## config.mk

```make
export PLATFORM = sky130hd
export DESIGN_NAME = som_argmin
export DESIGN_NICKNAME = d
export VERILOG_FILES = /design/src/som_1d_train_step_top_assert.svh /design/src/som_pkg.sv /design/src/som_argmin.sv
export SDC_FILE = /design/constraint.sdc
export NUM_CORES = 1
export LEC_CHECK = 0
export BUFFER_PORTS_ARGS = -buffer_cell sky130_fd_sc_hd__clkbuf_2
export CORE_AREA = 2 2 225 227
export DETAILED_ROUTE_END_ITERATION = 12
export DIE_AREA = 0 0 227 229
export GPL_TIMING_DRIVEN = 0
export PLACE_DENSITY = 0.66
export SYNTH_ARGS = -nofsm -noshare
export SYNTH_HDL_FRONTEND = slang
export SYNTH_SLANG_ARGS = --single-unit
```

## constraint.sdc

```tcl
create_clock -name clk -period 16 [get_ports clk]
set_input_delay 3.2 -clock clk [delete_from_list [all_inputs] [get_ports clk]]
set_output_delay 3.2 -clock clk [all_outputs]
set_load 0.03 [all_outputs]
```

## src/som_1d_train_step_top_assert.svh

```systemverilog
// Assertion macros for the SOM training block.
`ifndef SOM_1D_TRAIN_STEP_TOP_ASSERT_SVH
`define SOM_1D_TRAIN_STEP_TOP_ASSERT_SVH
`define SOM_ASSERT_IMPL(label, clk, rst, ante, cons, msg) \
  label: assert property (@(posedge clk) disable iff (rst) (ante) |-> (cons)) else $error(msg);
`define SOM_ASSERT_NEXT(label, clk, rst, ante, cons, msg) \
  label: assert property (@(posedge clk) disable iff (rst) (ante) |=> (cons)) else $error(msg);
`endif

```

## src/som_pkg.sv

```systemverilog
// Shared constants for the SOM training block.
package som_pkg;
  localparam int WW = 16;
  localparam int DW = 34;
  localparam logic [1:0] OP_TRAIN = 2'd0;
  localparam logic [1:0] OP_WRITE = 2'd1;
  localparam logic [1:0] OP_READ  = 2'd2;
  localparam logic [15:0] RATE_RESET = 16'd6554;
endpackage

```

## src/som_argmin.sv

```systemverilog
// Merge stage: lowest-index minimum over all lane distances.
module som_argmin import som_pkg::*; #(
  parameter int NEURONS = 16
) (
  input  logic                       clk,
  input  logic [NEURONS*DW-1:0]      lane_d,
  output logic [$clog2(NEURONS)-1:0] best,
  output logic [DW-1:0]              best_d
);
  localparam int IW = $clog2(NEURONS);
  localparam int P  = 1 << IW;
  logic [P*DW-1:0] pad_d;
  logic [DW-1:0] td [2*P-1];
  logic [IW-1:0] ti [2*P-1];

  // Compare tree; unused leaves hold all ones and never win.
  always_comb begin
    pad_d = '1;
    pad_d[NEURONS*DW-1:0] = lane_d;
    for (int i = 0; i < P; i++) begin
      td[P-1+i] = pad_d[i*DW +: DW];
      ti[P-1+i] = IW'(i);
    end
    // Left child covers lower indexes, so it keeps ties.
    for (int n = P-2; n >= 0; n--) begin
      if (td[2*n+2] < td[2*n+1]) begin
        td[n] = td[2*n+2];
        ti[n] = ti[2*n+2];
      end else begin
        td[n] = td[2*n+1];
        ti[n] = ti[2*n+1];
      end
    end
  end

  always_ff @(posedge clk) begin
    best   <= ti[0];
    best_d <= td[0];
  end
endmodule
```

=== Yosys cells after proc, flatten, opt, wreduce, memory -nomap -nowiden ===
Index checks and enable logic that the tools add are counted.

* Register bits after elaboration: 38
* Latch bits: 0
* Bits in writable memories: 0
* Memory bits (read-only): 0
* Bits of input ports: 545
* Output and inout bits: 38
* Word-level logic and storage cells: 47
* Memories: 0

* Add/subtract/negate cells: 0
* $mul: 0
* Div/mod/pow operators: 0
* $lt $le $gt $ge: 15
* Equal/unequal tests: 0
* Shift operators: 0
* Mux-type cells: 30
* Bitwise logic cells: 0
* Reductions and logical operators: 0

{| class="wikitable"
|+ Operators with widths
! kind !! number
|-
| $lt A34 B34 Y1 || 15
|-
| $mux W34 || 15
|-
| $mux W4 || 7
|-
| $mux W1 || 8
|}

=== Depth between registers and ports, before layout ===
* Depth in word-level cells: 8
* Depth in mapped cells: 61
* Mapped depth without buffers: 53

=== Worst setup path after synthesis ===
OpenSTA, ideal clock, no wires.

* Path kind: input -> register
* Start point: input lane_d[100]
* End point: register best_d[3]
* Library setup time: 0.072 ns
* Arrival time: 13.731 ns
* Data required time: 15.928 ns
* Setup slack: 2.198 ns
* Stages on the path: 56
* Path buffers: 8
* Cell sequence: inv_1 > ha_1 > nand4_1 > or4_1 > or4_1 > o22ai_1 > nor2_1 > clkbuf_1 > clkbuf_1 > a21oi_1 > inv_1 > ha_1 > nand2_1 > nor4_1 > nand2_1 > or4_1 > or4b_4 > o221ai_4 > (+20 left out) > mux2i_1 > ha_1 > a21o_1 > a21o_1 > a21oi_1 > nor2b_1 > o21ai_0 > nand2b_1 > a21oi_1 > nor2b_1 > o21ai_0 > o211ai_1 > a211o_1 > or2_2 > or3_1 > buf_2 > buf_4 > a2bb2oi_1

{| class="wikitable"
|+ RTL lines
! what !! RTL line !! text
|-
| start: declaration || som_argmin.sv:6 || <nowiki>input logic [NEURONS*DW-1:0] lane_d,</nowiki>
|-
| end signal: assignment || som_argmin.sv:38 || <nowiki>best_d <= td[0];</nowiki>
|-
| end: declaration || som_argmin.sv:8 || <nowiki>output logic [DW-1:0] best_d</nowiki>
|}

==> summary.txt <==
Outcome
  • Status: finished clean

Global routing
  • Number of global-route vias before repair: 20,100
  • Remaining global-route overflow: 0
  • GRT busiest layer: met2
  • Overall global routing resource usage: 27.9%
  • Wire length of the first global-routing pass: approximately 110 mm
  • Pin count of the biggest net entering global routing: 13
  • Antenna violations before repair: 5
  • Met2 layer usage reported by global route: 50.3%
  • Met3 Use GR: under 10%
  • Global-route track usage on met1: 35.1%

Routing
  • WL final: 75.2 mm
  • Total via count in the routed design: 20,800
  • Initial DRC Count: 1,172
  • Average wire per standard cell: 19.4 µm
  • Vias per Instance: 5.35
  • Length of the first detailed-routing pass in iterations: 5
  • Number of remaining DRC errors: 0
  • Antenna viol nets, final: 0

Placement
  • Post-detailed-placement half-perimeter wirelength: 68.7 mm
  • Cell count after placement: around 3,900
  • Post-place setup slack: -1280 ps
  • Port Buf Inserts: 582
  • Placer Congestion: 0.967
  • Placed inst area: 22,700 µm²

Clocking
  • Worst-path clk slew: approximately 70 ps
  • Maximum number of buffers from clock root to sink: 2
  • Number of buffers inserted for hold repair after clock tree synthesis: 0
  • CTS tree: done
  • Number of CTS-inserted buffers: 5
  • Clock root buffer master: clkbuf_16
  • CTS Sinks: 38
  • Max H-tree Level: 2

Power
  • Max VDD drop: 0.0000886 V
  • Total leakage power: 13.6 nW
  • Power per Cell Area: around 120 nW/µm²

Synth
  • Cell accounting for the most synthesized area: ha_1
  • Number of synthesized flops with an enable pin: 0
  • Gate count of the mapped netlist: 2,611
  • Synthesized flop and latch total: 38
  • Post-synthesis average cell area: between 7 and 8 µm²
  • Most used DFF post-synth: dfxtp_1
  • Synth Cell Area: 19,000 µm²
  • Area share of the largest cell type after synthesis: roughly 32%
  • Total number of yosys warnings: 0
  • Async set-or-reset flop fraction in the synthesized netlist: 0%
  • Area contributors post-synth: ha_1 (32%), mux2i_1 (10%), a21oi_1 (8.2%)
  • Syn_nets: ~3,600
  • Sequential cell area fraction in the yosys report: ~4.0%
  • Count of unique library cells instantiated by Yosys: 65

Floorplanning
  • Total core area: 49,700 µm²
  • Horizontal extent of the die: 227 µm
  • Row Count: just over 80
  • I/O pins: slightly below 600
  • Die ar.: 52,000 µm²
  • Die height: 229 µm
  • Starting utilization of the core area: a little under two fifths

STA
  • Worst Setup Slack, final: 820 ps
  • Fin crit share: 94.9%
  • Count of final hold-check violations: 0
  • Slew headroom: 47.1%
  • Final setup viols: 0
  • Min Tclk post-route: 15,180 ps
  • Worst hold margin: 3620 ps
  • Fin. max-slew vios: 0
  • Maximum clock rate: 0.0659 GHz
  • Slew at the pin closest to its max-slew limit: 793 ps
  • Setup TNS: 0 ps

Critical path
  • Buffer and inverter count on the worst path: 11
  • WS Path Type: in2reg
  • Signal arrival time at the worst endpoint: 15,380 ps
  • Type of destination of the critical path: flop
  • Startpoint type of the worst setup path: input pin
  • CP max stage cell: or4_1
  • Worst path top cell family by delay: simple AND/OR/NAND/NOR gates
  • Required time at the endpoint of the critical path: 16,200 ps
  • Largest driver fanout on the critical path: 10
  • Slowest Stage Delay on Critical Path: 640 ps
  • Worst path most repeated cell: a21oi_1

Layout
  • Number of fill cells in the layout: 5,291
  • Multi-input logic area: 16,300 µm²
  • Synthesis-to-finish area growth: 21.6%
  • Area of all placed cells without fillers: around 23,000 µm²
  • Register cell area after layout: approximately 760 µm²
  • Net total in the final layout: 4,238
  • Share of cells above drive strength 1: approximately a quarter
  • Post-route non-filler standard cell count: 3,878

Hold path
  • Hold WC Path Type: in2reg

Job
  • Max-cap viol count: 0
==> state kept, by name, indices dropped and copies added (netlist names) <==
| name | count |
|---|---|
| best_d | 34 |
| best | 4 |
==> layout by cell type (no fill, tap or decap), types with 38 or more instances in the layout <==
| cell type | instances |
|---|---|
| o21ai_0 | 121 |
| mux2_2 | 65 |
| nand2_1 | 148 |
| a21o_1 | 90 |
| o21a_1 | 43 |
| mux2i_1 | 190 |
| inv_1 | 416 |
| nor2_1 | 215 |
| clkbuf_2 | 608 |
| nand4_1 | 81 |
| a21oi_1 | 308 |
| dfxtp_1 | 38 |
| ha_1 | 490 |
==> cells by family after synthesis <==
| logic type | after synthesis | synth area share (%) |
|---|---|---|
| compound gates | 709 | 24.0 |
| mux | 256 | 14.0 |
| fa+ha+maj | 491 | 32.4 |
| flops | 38 | 4.01 |
| simple gates | 615 | 15.4 |
| buf+inv | 502 | 10.3 |
==> synth_stat cells (4+ instances only) <==
library cell / number
a2111oi_0: 7
a211o_1: 4
a211oi_1: 19
a21o_1: 90
a21oi_1: 312
a221oi_1: 11
a2bb2oi_1: 5
a2bb2oi_2: 29
a31o_2: 4
a31oi_1: 7
and2_1: 34
and3_1: 5
and4_1: 7
buf_1: 13
buf_4: 4
buf_6: 6
clkbuf_1: 60
dfxtp_1: 38
ha_1: 490
inv_1: 416
mux2_2: 65
mux2i_1: 190
nand2_1: 148
nand2b_1: 24
nand3_1: 35
nand4_1: 81
nor2_1: 215
nor2b_1: 16
nor3_1: 16
nor4_1: 19
o2111ai_1: 5
o211a_1: 4
o211ai_1: 15
o21a_1: 43
o21ai_0: 121
o31ai_1: 5
or3_1: 6
==> per-layer routing <==
metal / share of wire (%) / wire length (µm) / vias up
met5: 0.059 / 44 / -
met4: 2.4 / 1830 / 6
met3: 6.1 / 4610 / 88
met2: 48 / 36100 / 674
met1: 43 / 32600 / 9483
li1: - / - / 10500
==> per-stage QoR <==
stage	power, mW	utilization [%]
6_report	2.80	46.4
5_1_grt	3.08	46.4
4_1_cts	2.81	46.2
3_5_place_dp	2.66	45.8
3_3_place_gp	2.64	45.8
2_1_floorplan	1.94	-
==> area by class of cell <==
type	count	share of cell area (%)
plain buffers	84	1.83
clock inverters	2	0.260
diodes	2	0.0217
repair buffers	587	12.8
well taps	672	3.65
multi-input cells	2071	70.8
inverters	416	6.77
flip-flops and latches	38	3.30
clock buffers	6	0.602
==> where the power goes <==
part / leakage (nW) / switching (mW) / total (mW) / internal (mW)
Sequential: 0.321 / 0.0192 / 0.179 / 0.160
Combinational: 13.2 / 1.43 / 2.49 / 1.05
Clock: 0.0971 / 0.0451 / 0.139 / 0.0938
==> worst paths after layout <==
path,startpoint,to,slack (ps),cells after the start
hold / removal,lane_d[34],best_d[0],3620,5
setup / recovery,lane_d[100],best_d[17],820,55
==> timing repair <==
item                       CTS  global route
pin swaps                    0             3
buffers inserted             0             5
setup endpoints to repair   38            38
resized for setup           13            57
(Power assumes the default switching activity.)
