===== src/som_1d_train_step_top_assert.svh =====
// Assertion macros for the SOM training block.
`ifndef SOM_1D_TRAIN_STEP_TOP_ASSERT_SVH
`define SOM_1D_TRAIN_STEP_TOP_ASSERT_SVH
`define SOM_ASSERT_IMPL(label, clk, rst, ante, cons, msg) \
  label: assert property (@(posedge clk) disable iff (rst) (ante) |-> (cons)) else $error(msg);
`define SOM_ASSERT_NEXT(label, clk, rst, ante, cons, msg) \
  label: assert property (@(posedge clk) disable iff (rst) (ante) |=> (cons)) else $error(msg);
`endif


===== src/som_pkg.sv =====
// Shared constants for the SOM training block.
package som_pkg;
  localparam int WW = 16;
  localparam int DW = 34;
  localparam logic [1:0] OP_TRAIN = 2'd0;
  localparam logic [1:0] OP_WRITE = 2'd1;
  localparam logic [1:0] OP_READ  = 2'd2;
  localparam logic [15:0] RATE_RESET = 16'd6554;
endpackage


===== src/som_lane.sv =====
// One neuron lane: holds the neuron's weights, computes distance, applies update.
module som_lane import som_pkg::*; #(
  parameter int FEATURES = 2
) (
  input  logic                      clk,
  input  logic [FEATURES*WW-1:0]    x,
  input  logic                      dist_en,
  output logic [DW-1:0]             sq_sum,
  input  logic [15:0]               rate,
  input  logic                      upd_en,
  input  logic                      wr_en,
  input  logic [$clog2(FEATURES+1)-1:0] wr_f,
  input  logic [WW-1:0]             wr_data,
  output logic [FEATURES*WW-1:0]    w_all
);
  logic [WW-1:0] w [FEATURES];
  logic [2*WW-1:0] sq [FEATURES];
  logic [DW-1:0] sum;

  always_comb begin
    sum = '0;
    for (int f = 0; f < FEATURES; f++) begin
      sum = sum + DW'(sq[f]);
    end
  end

  // Stage 1: squares per feature; stage 2: sum.
  always_ff @(posedge clk) begin
    for (int f = 0; f < FEATURES; f++) begin
      logic signed [WW:0] e;
      logic [WW-1:0] ae;
      e = $signed({1'b0, x[f*WW +: WW]}) - $signed({1'b0, w[f]});
      // |e| fits in WW bits
      ae = e[WW] ? WW'(-e) : WW'(e);
      if (dist_en) sq[f] <= {{WW{1'b0}}, ae} * {{WW{1'b0}}, ae};
    end
    sq_sum <= sum;
  end

  always_ff @(posedge clk) begin
    for (int f = 0; f < FEATURES; f++) begin
      logic signed [WW:0]   d;
      logic signed [WW+17:0] p;
      d = $signed({1'b0, x[f*WW +: WW]}) - $signed({1'b0, w[f]});
      p = $signed({1'b0, rate}) * d;
      if (wr_en && (32'(wr_f) == f)) begin
        w[f] <= wr_data;
      end else if (upd_en) begin
        w[f] <= WW'($signed({1'b0, w[f]}) + (p >>> 16));
      end
    end
  end

  always_comb begin
    for (int f = 0; f < FEATURES; f++) w_all[f*WW +: WW] = w[f];
  end
endmodule


===== config.mk =====
export PLATFORM = sky130hd
export DESIGN_NAME = som_lane
export DESIGN_NICKNAME = d
export VERILOG_FILES = /design/src/som_1d_train_step_top_assert.svh /design/src/som_pkg.sv /design/src/som_lane.sv
export SDC_FILE = /design/constraint.sdc
export NUM_CORES = 2
export LEC_CHECK = 0
export BUFFER_PORTS_ARGS = -buffer_cell sky130_fd_sc_hd__buf_4
export CAP_MARGIN = 20
export CELL_PAD_IN_SITES_DETAIL_PLACEMENT = 0
export CELL_PAD_IN_SITES_GLOBAL_PLACEMENT = 1
export CORE_MARGIN = 8
export CORE_UTILIZATION = 51
export CTS_CLUSTER_DIAMETER = 30
export DETAILED_ROUTE_END_ITERATION = 10
export GPL_TIMING_DRIVEN = 1
export PLACE_DENSITY_LB_ADDON = 0.1
export SETUP_SLACK_MARGIN = 0.1
export SKIP_LAST_GASP = 1
export SLEW_MARGIN = 20
export SYNTH_ARGS = -nofsm -noshare
export SYNTH_HDL_FRONTEND = slang
export SYNTH_SLANG_ARGS = --single-unit

===== constraint.sdc =====
create_clock -name clk -period 12 [get_ports clk]
set_input_delay 0.6 -clock clk [delete_from_list [all_inputs] [get_ports clk]]
set_output_delay 0.6 -clock clk [all_outputs]
set_load 0.02 [all_outputs]

## Word-level counts from Yosys, hierarchy flattened

Memory sizes are Yosys's and may differ from the RTL's.
Cells that the tools add are included.

- Word-level logic and storage cells: 35
- Bits in writable memories: 96
- Register bits: 33
- Output and inout bits: 66
- Memories: 2
- Bits of input ports: 70

- Equal/unequal tests: 1
- Reduce and logical (&&, ||, !) cells: 3
- Add/subtract/negate cells: 7
- Multiplexer cells: 15
- Multiply operators: 4
- Bitwise logic cells: 2

Memory list:

| name | words | width | rd ports | clocked after memory_dff | wr ports | RTL line | source |
|---|---|---|---|---|---|---|---|
| sq | 2 | 32 | 2 | 0 | 2 | som_lane.sv:17 | `logic [2*WW-1:0] sq [FEATURES];` |
| w | 2 | 16 | 2 | 0 | 2 | som_lane.sv:16 | `logic [WW-1:0] w [FEATURES];` |

Operators by type and width:

| cell | number |
|---|---|
| $mul A16 B16 Y32 | 2 |
| $mul A17 B17 Y32 | 2 |
| $mux W16 | 4 |
| $sub A16 B16 Y17 | 2 |
| $add A32 B32 Y33 | 1 |
| $add A16 B16 Y16 | 2 |
| $neg A16 Y16 | 2 |
| $mux W1 | 11 |
| $eq A2 B1 Y1 const B | 1 |
| $logic_and A1 B1 Y1 | 2 |
| $logic_not A2 Y1 | 1 |
| $or A1 B1 Y1 | 2 |

## Depth between registers and ports, before layout

- Depth in word-level cells: 5
- Depth in mapped cells: 42
- Depth with buffers taken out: 41

## Least setup slack after synthesis

Ideal clock, no wire load.

- Path kind: input to register
- Start: in x[16]
- End: mem w[1][15], data pin
- Path buffers: 2
- Required time: 11.732 ns
- Library setup time: 0.268 ns
- Slack: 2.716 ns
- Cell stages on the path: 39
- Data arrival time: 9.016 ns
- Cell sequence: inv_1 -> ha_1 -> inv_1 -> fa_1 -> a211oi_1 -> o21ai_0 -> a311oi_2 -> o21ai_1 -> nor2_1 -> clkbuf_1 -> clkbuf_1 -> nand2_1 -> fa_1 -> fa_1 -> inv_1 -> fa_1 -> fa_1 -> fa_1 -> [... 3 more ...] -> ha_1 -> a21o_1 -> a21oi_1 -> o21ai_0 -> o211ai_1 -> nand2_1 -> or2_2 -> a211oi_1 -> nor2_1 -> ha_1 -> and2_1 -> o211ai_1 -> o211ai_1 -> nand2_1 -> o21ai_0 -> xnor2_1 -> xnor2_1 -> o21ai_0

RTL lines:

| what | RTL line | source |
|---|---|---|
| start: declaration | som_lane.sv:6 | `input logic [FEATURES*WW-1:0] x,` |
| end: declaration | som_lane.sv:16 |  |

==> results.json <==
{
  "rsz0062_at_grt": "false",
  "cpMaxStageDelayCell": "sky130_fd_sc_hd__o21ai_0",
  "clock_tree.htree_level_count": 4,
  "global_route.overflow_total": 0,
  "synth.net_count": 5763,
  "critical_path.startpoint_type": "flop",
  "ioPinCount": 136,
  "cts_inserted_buffers": 17,
  "clkLatencyLatePin_ns": 0.48,
  "data_arrival_time_of_the_worst_path_ns": 10.89,
  "synth-main-ff-cell": "sky130_fd_sc_hd__edfxtp_1",
  "initialDrtViolationCount": 1433,
  "grt_max_degree": 63,
  "synth_warnings": 0,
  "fraction_of_post_synthesis_cell_area_in_the_top_cell_type_by_area_pct": 37.7,
  "outcome": "finished, final reports clean",
  "worst-endpoint-required_ns": 12.22,
  "final_min_period_over_clock_period_pct": 88.9,
  "hold_class": "in -> reg",
  "cts_sinks": 127,
  "maxCapViolCount": 0,
  "share_of_async_settable_or_async_resettable_flops_after_synthesis_pct": 0,
  "post_synth.cell_area_avg_um2": 9.00,
  "setup_violations": 0,
  "cts-root-to-sink-buffers": 2,
  "crit_path_end_kind": "flop",
  "yosys.area.top_type": "sky130_fd_sc_hd__fa_1",
  "antenna-diode-count": 0,
  "setup.worst_path.class": "reg -> reg",
  "dpl.hpwl_um": 83000,
  "detailroute.via_count": 28733,
  "floorplan.core_area_um2": 77300,
  "report.final.hold_viol_count": 0,
  "kind_of_cell_adding_the_most_delay_to_the_critical_path": "compound AO/OA/AOI/OAI gates",
  "finClkSkew_ns": 0.0266,
  "initial_utilization_pct": 51.4,
  "grt_util_all_layers_pct": 24.0,
  "multi_input_comb_area_um2": 31800,
  "via_density_per_instance": 5.18,
  "design.die.area_um2": 87200,
  "critical-path-max-stage-delay_ns": 0.79,
  "number_of_nets_in_the_final_layout": 5839,
  "slew_violations": 0,
  "global_route_wire_length_before_repair_um": 165000,
  "antenna_found_initial": 0,
  "drt-pass1-iter-count": 5,
  "seq_area_frac_synth_pct": 8.76,
  "regArea_um2": 3480,
  "post-cts-setup-buffers": 0,
  "ys_seq_elements": 127,
  "drt.antenna.violating_nets": 0,
  "cts_resized": 0,
  "via_count_of_the_first_global_routing_pass": 31101,
  "post_synth_num_cell_types": 81,
  "cp_max_fo": 18,
  "slew_at_the_pin_closest_to_its_max_slew_limit_ns": 0.987,
  "clkTransAtPathRegs_ns": 0.08,
  "routed_wl_um": 101000,
  "die_w_um": 295,
  "cp.depth": 31,
  "synth_enable_flop_cells": 94,
  "floorplan.rows": 102,
  "cts_tree": "built",
  "drc_errors": 0,
  "fmaxAchievable_mhz": 93.7,
  "synth.top_cells.by_area": "sky130_fd_sc_hd__fa_1 (38%), sky130_fd_sc_hd__ha_1 (16%), sky130_fd_sc_hd__inv_1 (10%), sky130_fd_sc_hd__edfxtp_1 (7.1%), sky130_fd_sc_hd__nand2_1 (4.3%)",
  "detail_route.wl_per_cell_um": 18.2,
  "fraction_of_final_layout_cells_with_drive_strength_greater_than_1_pct": 6.14,
  "clk_tree_root_cell": "sky130_fd_sc_hd__clkbuf_16",
  "post_synth_inst_count": 4420,
  "crit_buf_inv": 5,
  "dieHeight_um": 295,
  "postCtsHoldBufs": 0,
  "setup_tns_ns": 0,
  "hold_depth": 3,
  "portBuffers": 134,
  "reg2regPathDepth": 31,
  "syn_area_um2": 39800,
  "most_common_cell_type_on_the_critical_path": "sky130_fd_sc_hd__fa_1",
  "fill_cells": 7336,
  "place.gp.congestion": 0.867,
  "synthToLayoutAreaGrowth_pct": 7.29,
  "layout_min_cycle_time_ns": 10.67,
  "maxSlewHeadroom_pct": 33.5
}
==> flip-flops by register name, summed over array words and instances, names as in the netlist <==
register / cells
w: 32
sq: 62
sq_sum: 33
==> worst register-to-register path, delay by kind of cell, from the launching register on <==
family,cells,cell delay [ns]
buf+inv,5,0.72
compound gates,13,4.37
simple gates,3,0.80
fa+ha+maj,9,3.99
flops,1,0.44
xor+xnor,1,0.11
==> routing by layer <==
metal  part of all wire, %  up-vias  global-route usage (%)
li1                      -    13640                       -
met5                     0        -                       0
met3                   4.5      109                    3.12
met1                    46    14316                    32.7
met2                    47      668                    40.6
met4                   2.4        0                    5.92
==> cells in the mapped netlist, types with 8 or more instances <==
cell                        count
sky130_fd_sc_hd__a211oi_1      11
sky130_fd_sc_hd__a21o_1        62
sky130_fd_sc_hd__a21oi_1      128
sky130_fd_sc_hd__a31oi_1       12
sky130_fd_sc_hd__and2_1       207
sky130_fd_sc_hd__and3_1        18
sky130_fd_sc_hd__buf_2          8
sky130_fd_sc_hd__clkbuf_1     115
sky130_fd_sc_hd__dfxtp_1       33
sky130_fd_sc_hd__edfxtp_1      94
sky130_fd_sc_hd__fa_1         750
sky130_fd_sc_hd__ha_1         523
sky130_fd_sc_hd__inv_1       1070
sky130_fd_sc_hd__inv_2          8
sky130_fd_sc_hd__nand2_1      458
sky130_fd_sc_hd__nand2b_1      32
sky130_fd_sc_hd__nand3_1       28
sky130_fd_sc_hd__nand4_1       12
sky130_fd_sc_hd__nor2_1       259
sky130_fd_sc_hd__nor2b_1       42
sky130_fd_sc_hd__nor3_1        43
sky130_fd_sc_hd__nor4_1         9
sky130_fd_sc_hd__o2111ai_1      8
sky130_fd_sc_hd__o211ai_1      12
sky130_fd_sc_hd__o21a_1        29
sky130_fd_sc_hd__o21ai_0       90
sky130_fd_sc_hd__o21bai_1      17
sky130_fd_sc_hd__o31ai_1        9
sky130_fd_sc_hd__or2_2          9
sky130_fd_sc_hd__xnor2_1      139
sky130_fd_sc_hd__xor2_1        67
==> final timing paths <==
kind                             startpoint        end  slack (ns)
worst max-delay path                w[1][0]  sq[0][63]        1.33
worst min-delay path            wr_data[12]   w[0][12]        0.43
worst max register to register      w[1][0]  sq[0][63]        1.33
worst min register to register    sq[0][34]  sq_sum[2]        0.50
==> final cells by class <==
cell class | count | share of cell area (%)
multi-input cells | 3075 | 74.5
inverters | 1085 | 9.54
flip-flops and latches | 127 | 8.16
repair buffers | 190 | 3.34
well taps | 1040 | 3.05
clock buffers | 17 | 0.997
clock inverters | 15 | 0.419
==> cells by family after synthesis <==
logic type               count (synthesis)  synth area share [%]
adder cells (fa/ha/maj)               1273                  54.2
buffers and inverters                 1218                  11.5
AND/OR/NAND/NOR                       1149                  13.5
AO/OA/AOI/OAI                          436                  7.11
XOR/XNOR                               212                  4.80
flip-flops                             127                  8.76
multiplexers                             4                 0.113
other                                    1               0.00943
==> stage by stage <==
step	std cells	worst slack [ns]	util, %	hold WS [ns]	instance area, µm²
after floorplan	4420	2.72	-	0.437	39800
after global placement	5517	1.40	54.4	0.467	42100
after detailed placement	5517	1.16	54.4	0.476	42100
after CTS	5549	1.49	55.2	0.408	42700
after global routing	5549	0.877	55.2	0.425	42700
final	5549	1.33	55.2	0.433	42700
==> cells in the final DEF (no fill, tap or decap), types with 8 or more instances in the layout <==
cell type and n:
sky130_fd_sc_hd__inv_1 1070, sky130_fd_sc_hd__nor2b_1 42, sky130_fd_sc_hd__a31oi_1 12, sky130_fd_sc_hd__a21oi_1 128, sky130_fd_sc_hd__dfxtp_1 33, sky130_fd_sc_hd__or2_2 9, sky130_fd_sc_hd__xnor2_1 129, sky130_fd_sc_hd__a21o_1 62
sky130_fd_sc_hd__o2111ai_1 8, sky130_fd_sc_hd__nand3_1 28, sky130_fd_sc_hd__o21a_1 29, sky130_fd_sc_hd__o21bai_1 17, sky130_fd_sc_hd__clkbuf_16 17, sky130_fd_sc_hd__o211ai_1 12, sky130_fd_sc_hd__inv_2 8, sky130_fd_sc_hd__nand4_1 12
sky130_fd_sc_hd__nor4_1 9, sky130_fd_sc_hd__buf_4 190, sky130_fd_sc_hd__o21ai_0 89, sky130_fd_sc_hd__nor3_1 43, sky130_fd_sc_hd__and3_1 18, sky130_fd_sc_hd__ha_1 523, sky130_fd_sc_hd__a211oi_1 11, sky130_fd_sc_hd__edfxtp_1 94
sky130_fd_sc_hd__xnor2_2 14, sky130_fd_sc_hd__xor2_1 66, sky130_fd_sc_hd__nand2b_1 32, sky130_fd_sc_hd__and2_1 207, sky130_fd_sc_hd__fa_1 750, sky130_fd_sc_hd__o31ai_1 9, sky130_fd_sc_hd__nand2_1 458, sky130_fd_sc_hd__nor2_1 259
Power is not shown: default switching activity piles up to over one toggle a cycle in this logic, so the estimate is an artifact.
